--- config.mk ---
export PLATFORM = sky130hd
export DESIGN_NAME = cpm_ctrl
export DESIGN_NICKNAME = d
export VERILOG_FILES = /design/src/hw/rtl/cpm_pkg.sv /design/src/hw/rtl/cpm_ctrl.sv
export SDC_FILE = /design/constraint.sdc
export NUM_CORES = 1
export LEC_CHECK = 0
export ABC_AREA = 1
export BUFFER_PORTS_ARGS = -buffer_cell sky130_fd_sc_hd__buf_2
export CORE_MARGIN = 2
export CORE_UTILIZATION = 30
export CTS_BUF_LIST = sky130_fd_sc_hd__clkbuf_16
export CTS_CLUSTER_DIAMETER = 150
export DETAILED_ROUTE_END_ITERATION = 7
export PLACE_DENSITY = 0.65
export SETUP_SLACK_MARGIN = 0.15
export SLEW_MARGIN = 20
export SYNTH_ARGS = -nofsm -noshare
export SYNTH_HDL_FRONTEND = slang
export SYNTH_SLANG_ARGS = --single-unit
--- constraint.sdc ---
create_clock -name clk -period 2.5 [get_ports clk]
set_clock_uncertainty 0.1 [all_clocks]
set_input_delay 0.5 -clock clk [delete_from_list [all_inputs] [get_ports clk]]
set_output_delay 0.5 -clock clk [all_outputs]
set_load 0.1 [all_outputs]
--- src/hw/rtl/cpm_pkg.sv ---
`timescale 1ns / 1ps

package cpm_pkg;

  localparam int NODES      = 64;
  localparam int NODE_W     = 6;
  localparam int TIME_W     = 10;
  localparam int TASK_LIMIT = 62;

  // input actions
  localparam logic [1:0] ACT_DUR   = 2'd0;
  localparam logic [1:0] ACT_EDGE  = 2'd1;
  localparam logic [1:0] ACT_CLEAR = 2'd2;
  localparam logic [1:0] ACT_RUN   = 2'd3;

  // configuration register index
  localparam logic REG_TASK_COUNT = 1'b0;

  typedef enum logic [4:0] {
    ST_IDLE,
    ST_INIT_ROW,
    ST_INIT_CAP,
    ST_INIT_ISSUE,
    ST_INIT_USE,
    ST_INIT_WR,
    ST_FWD_SEED,
    ST_FWD_POP,
    ST_FWD_ROW,
    ST_FWD_FIN,
    ST_FWD_SCAN,
    ST_FWD_UPD,
    ST_FWD_END,
    ST_FWD_LEN,
    ST_BWD_SEED,
    ST_BWD_POP,
    ST_BWD_LS,
    ST_BWD_CAP,
    ST_BWD_ISSUE,
    ST_BWD_UPD,
    ST_OUT_ISSUE,
    ST_OUT_EMIT
  } state_t;

  // read address source
  typedef enum logic [1:0] {
    A_I,
    A_J,
    A_Q,
    A_E
  } asel_t;

  typedef struct packed {
    asel_t asel;
    logic  load;
    logic  begin_run;
    logic  init_cap;
    logic  init_acc;
    logic  init_wr;
    logic  seed_fwd;
    logic  pop;
    logic  take_node;
    logic  fwd_fin;
    logic  adv_j;
    logic  fwd_upd;
    logic  end_cap;
    logic  bwd_seed;
    logic  bwd_cap;
    logic  bwd_upd;
    logic  emit;
  } cmd_t;

  typedef struct packed {
    logic j_last;
    logic i_last;
    logic out_last;
    logic q_empty;
    logic bit_set;
    logic end_neg;
  } status_t;

endpackage

--- src/hw/rtl/cpm_ctrl.sv ---
`timescale 1ns / 1ps

module cpm_ctrl (
  input  logic                clk,
  input  logic                rst,
  input  logic                start,
  input  logic [1:0]          action,
  input  cpm_pkg::status_t    stat,
  output logic                busy,
  output cpm_pkg::cmd_t       cmd
);

  cpm_pkg::state_t state, state_next;

  // state register
  always_ff @(posedge clk) begin
    if (rst) begin
      state <= cpm_pkg::ST_IDLE;
    end else begin
      state <= state_next;
    end
  end

  assign busy = (state != cpm_pkg::ST_IDLE);

  // next state and commands
  always_comb begin
    state_next = state;
    cmd        = '0;
    cmd.asel   = cpm_pkg::A_I;
    case (state)
      cpm_pkg::ST_IDLE: begin
        if (start) begin
          if (action == cpm_pkg::ACT_RUN) begin
            cmd.begin_run = 1'b1;
            state_next    = cpm_pkg::ST_INIT_ROW;
          end else begin
            cmd.load = 1'b1;
          end
        end
      end
      cpm_pkg::ST_INIT_ROW: begin
        cmd.asel   = cpm_pkg::A_I;
        state_next = cpm_pkg::ST_INIT_CAP;
      end
      cpm_pkg::ST_INIT_CAP: begin
        cmd.init_cap = 1'b1;
        state_next   = cpm_pkg::ST_INIT_ISSUE;
      end
      cpm_pkg::ST_INIT_ISSUE: begin
        cmd.asel   = cpm_pkg::A_J;
        state_next = cpm_pkg::ST_INIT_USE;
      end
      cpm_pkg::ST_INIT_USE: begin
        cmd.init_acc = 1'b1;
        state_next   = stat.j_last ? cpm_pkg::ST_INIT_WR : cpm_pkg::ST_INIT_ISSUE;
      end
      cpm_pkg::ST_INIT_WR: begin
        cmd.init_wr = 1'b1;
        state_next  = stat.i_last ? cpm_pkg::ST_FWD_SEED : cpm_pkg::ST_INIT_ROW;
      end
      cpm_pkg::ST_FWD_SEED: begin
        cmd.seed_fwd = 1'b1;
        state_next   = cpm_pkg::ST_FWD_POP;
      end
      cpm_pkg::ST_FWD_POP: begin
        if (stat.q_empty) begin
          state_next = cpm_pkg::ST_FWD_END;
        end else begin
          cmd.pop    = 1'b1;
          state_next = cpm_pkg::ST_FWD_ROW;
        end
      end
      cpm_pkg::ST_FWD_ROW: begin
        cmd.asel      = cpm_pkg::A_Q;
        cmd.take_node = 1'b1;
        state_next    = cpm_pkg::ST_FWD_FIN;
      end
      cpm_pkg::ST_FWD_FIN: begin
        cmd.fwd_fin = 1'b1;
        state_next  = cpm_pkg::ST_FWD_SCAN;
      end
      cpm_pkg::ST_FWD_SCAN: begin
        cmd.asel = cpm_pkg::A_J;
        if (stat.bit_set) begin
          state_next = cpm_pkg::ST_FWD_UPD;
        end else begin
          cmd.adv_j = 1'b1;
          if (stat.j_last) begin
            state_next = cpm_pkg::ST_FWD_POP;
          end
        end
      end
      cpm_pkg::ST_FWD_UPD: begin
        cmd.fwd_upd = 1'b1;
        state_next  = stat.j_last ? cpm_pkg::ST_FWD_POP : cpm_pkg::ST_FWD_SCAN;
      end
      cpm_pkg::ST_FWD_END: begin
        cmd.asel   = cpm_pkg::A_E;
        state_next = cpm_pkg::ST_FWD_LEN;
      end
      cpm_pkg::ST_FWD_LEN: begin
        cmd.end_cap = 1'b1;
        state_next  = stat.end_neg ? cpm_pkg::ST_OUT_ISSUE : cpm_pkg::ST_BWD_SEED;
      end
      cpm_pkg::ST_BWD_SEED: begin
        cmd.bwd_seed = 1'b1;
        state_next   = cpm_pkg::ST_BWD_POP;
      end
      cpm_pkg::ST_BWD_POP: begin
        if (stat.q_empty) begin
          state_next = cpm_pkg::ST_OUT_ISSUE;
        end else begin
          cmd.pop    = 1'b1;
          state_next = cpm_pkg::ST_BWD_LS;
        end
      end
      cpm_pkg::ST_BWD_LS: begin
        cmd.asel      = cpm_pkg::A_Q;
        cmd.take_node = 1'b1;
        state_next    = cpm_pkg::ST_BWD_CAP;
      end
      cpm_pkg::ST_BWD_CAP: begin
        cmd.bwd_cap = 1'b1;
        state_next  = cpm_pkg::ST_BWD_ISSUE;
      end
      cpm_pkg::ST_BWD_ISSUE: begin
        cmd.asel   = cpm_pkg::A_J;
        state_next = cpm_pkg::ST_BWD_UPD;
      end
      cpm_pkg::ST_BWD_UPD: begin
        cmd.bwd_upd = 1'b1;
        state_next  = stat.j_last ? cpm_pkg::ST_BWD_POP : cpm_pkg::ST_BWD_ISSUE;
      end
      cpm_pkg::ST_OUT_ISSUE: begin
        cmd.asel   = cpm_pkg::A_I;
        state_next = cpm_pkg::ST_OUT_EMIT;
      end
      cpm_pkg::ST_OUT_EMIT: begin
        cmd.emit   = 1'b1;
        state_next = stat.out_last ? cpm_pkg::ST_IDLE : cpm_pkg::ST_OUT_ISSUE;
      end
      default: begin
        state_next = cpm_pkg::ST_IDLE;
      end
    endcase
  end

endmodule

==> results.ini <==
[grt]
grt_overflow_total = 0
grtUsageTotal = 0.176
grt_pass1_wl_um = 3670
grt_pass1_vias = 855
antenna_found_initial = 0
grt_max_degree = 11

[clock_tree]
postCtsHoldBufs = 0
cts_max_path_buffers = 2
path_clk_slew_ps = 30
cts_tree = built
ctsResizeCount = 2
cts_max_level = 1
clockRootBuffer = clkbuf_16
clock_sinks = 5
clock_latency_ps = 230
post_cts_buffers = 0
cts_buffers = 3

[detailed_routing]
drt_drc_violations_left = 0
wirelength_um = 2240
first_iter_violations = 26
wl_met2_um = 1020
viasPerCell = 5.03
drtAntennaViolNets = 0
routedWlPerCell_um = 11.6
via_count = 971
wl_met1_um = 961
met3_length_um = 206
dr.max_layer_used = met4
drt_first_pass_iters = 4

[final_layout]
final_nets = 177
final_cells = 193
layout-drive-gt1-share = 0.376
final_util = 0.470
top_register = state
multi_input_area_um2 = 583
fillCellCount = 223
fin_area_um2 = 1070
top_regs = state x5
seqCellArea_um2 = 103
largest_register_ffs = 5
area_growth_pct = 45.4
n_antenna_cell = 0

[run]
cap_violations = 0

[floorplan]
die_w_um = 53.5
dieArea_um2 = 2860
rows = 17
ioPinCount = 30
die_height_um = 53.5
start_util = 0.323
core_area_um2 = 2280

[timing]
rsz0062_at_grt = no
final-max-slew-violation-count = 0
setup_viol = 0
slew_headroom = 0.676
hold_viol = 0
fin_setup_tns_ps = 0
fin_crit_ps = 2290
max_slew.worst_pin.slew_ps = 489
clock.fmax_ghz = 0.437
period_share = 0.916

[hold_path]
holdCritStartpoint = rst
holdCritPathClass = input pin to flop
holdPathEnd = state[4]$_SDFFE_PP0P_
min_path_cells = 2

[yosys]
synth_area_um2 = 736
synth_fp_nets = 145
synth_compound_area_frac = 0.0544
synthMuxAreaShare = 0
synth_top_family_by_area = simple AND/OR/NAND/NOR gates
ys_seq_elements = 5
ys.warnings.count = 0
synthAdderAreaFrac = 0
yosys.area_share.xor_xnor = 0
syn_area_per_cell_um2 = 5.49
syn-instance-count = 134
synthSimpleGateAreaFrac = 0.660
seq_area_frac_synth = 0.136
ys_types = 22

[place]
placed_area_um2 = 966
port_buffers = 29
gp_congestion = 0.885
dp_cells = 189
hpwl_um = 1920

[setup_path]
rr_endpoint = state[0]$_SDFFE_PP0P_
endpoint_kind = output port
reg2reg_from = state[2]$_SDFFE_PP0P_
regToRegSetupSlack_ps = 890
path_buf_inv = 1
worstPathArrival_ps = 1690
worst_path_max_delay_cell = buf_2
cp_top_family = simple AND/OR/NAND/NOR gates
startpoint_type = flop
crit_fanout = 7
cp_data_required_time_ps = 1900
path_class = flop to output port
reg2reg_depth = 8
critPathMaxStageDelay_ps = 420
timing.critical_path.cells = nor2_2 -> nand3_4 -> nor2_4 -> buf_2

[pwr]
powerDensity_nw_per_um2 = 612
ir_drop_mv = 0.567
leakage_nw = 0.609

[run_status]
status = finished, final reports clean

logic make-up (layout without fill, tap and decap cells):
logic type / count (synthesis) / in the layout
AND/OR/NAND/NOR: 97 / 97
buffers and inverters: 24 / 55
AO/OA/AOI/OAI: 8 / 8
flip-flops: 5 / 5
cell usage in the layout, fill, tap and decap left out, drive strengths merged:
master / n
nand3: 19
nand4: 3
inv: 21
o21ai: 3
clkinv: 1
nor2: 29
nor3: 4
clkbuf: 10
nand2: 40
a21oi: 5
nor4: 1
buf: 23
dfxtp: 5
nand3b: 1
Yosys cell counts:
cell type | instances | area, um^2
inv_1 | 16 | 60.1
dfxtp_1 | 5 | 100
o21ai_0 | 2 | 10.0
buf_6 | 2 | 22.5
o21ai_1 | 1 | 5.00
nand3_1 | 17 | 85.1
clkinv_2 | 1 | 5.00
nand3b_1 | 1 | 7.51
buf_4 | 1 | 7.51
nor4_1 | 1 | 6.26
nand2_2 | 4 | 25.0
nor3_2 | 1 | 10.0
nand4_2 | 1 | 12.5
a21oi_1 | 5 | 25.0
nand4_1 | 2 | 12.5
nor2_2 | 4 | 25.0
nor3_1 | 3 | 15.0
nor2_4 | 5 | 56.3
nor2_1 | 20 | 75.1
nand3_2 | 2 | 20.0
nand2_1 | 36 | 135
inv_2 | 4 | 15.0
layer usage:
layer | GRT usage | vias to the layer above
met5 | 0 | -
met4 | 0.0983 | 0
met3 | 0.0254 | 8
met2 | 0.274 | 47
met1 | 0.232 | 429
li1 | - | 487
layout make-up:
type                    instances  area share
well taps                      28      0.0327
clock buffers                   3      0.0702
clock inverters                 1     0.00351
repair buffers                 30       0.178
multi-input cells             105       0.545
inverters                      21      0.0749
flip-flops and latches          5      0.0959
worst max-delay path by stage:
stage | startpoint | end | slack [ps] | depth (start not counted)
floorplan | state[4]$_SDFFE_PP0P_ | cmd[16] | 170 | 6
global placement | state[1]$_SDFFE_PP0P_ | cmd[13] | 360 | 5
detailed placement | state[1]$_SDFFE_PP0P_ | cmd[13] | 360 | 5
CTS | state[2]$_SDFFE_PP0P_ | cmd[12] | 160 | 5
global route | state[2]$_SDFFE_PP0P_ | cmd[12] | 150 | 5
finish | state[1]$_SDFFE_PP0P_ | cmd[14] | 210 | 4
stage by stage:
| step | hold WS (ps) | total power [mW] | setup WS, ps |
|---|---|---|---|
| floorplan | 469 | 0.340 | 167 |
| global placement | 623 | 0.394 | 362 |
| detailed placement | 632 | 0.396 | 362 |
| CTS | 395 | 0.660 | 156 |
| global route | 406 | 0.685 | 151 |
| finish | 387 | 0.655 | 210 |
power breakdown:
group          total, mW  internal, mW  leakage, nW  switching (mW)
sequential         0.106        0.0880       0.0416          0.0179
combinational      0.292        0.0632        0.525           0.228
clock              0.257         0.207       0.0423          0.0503
total              0.655         0.358        0.609           0.296
Note: power is estimated with default switching activity, not from simulation.
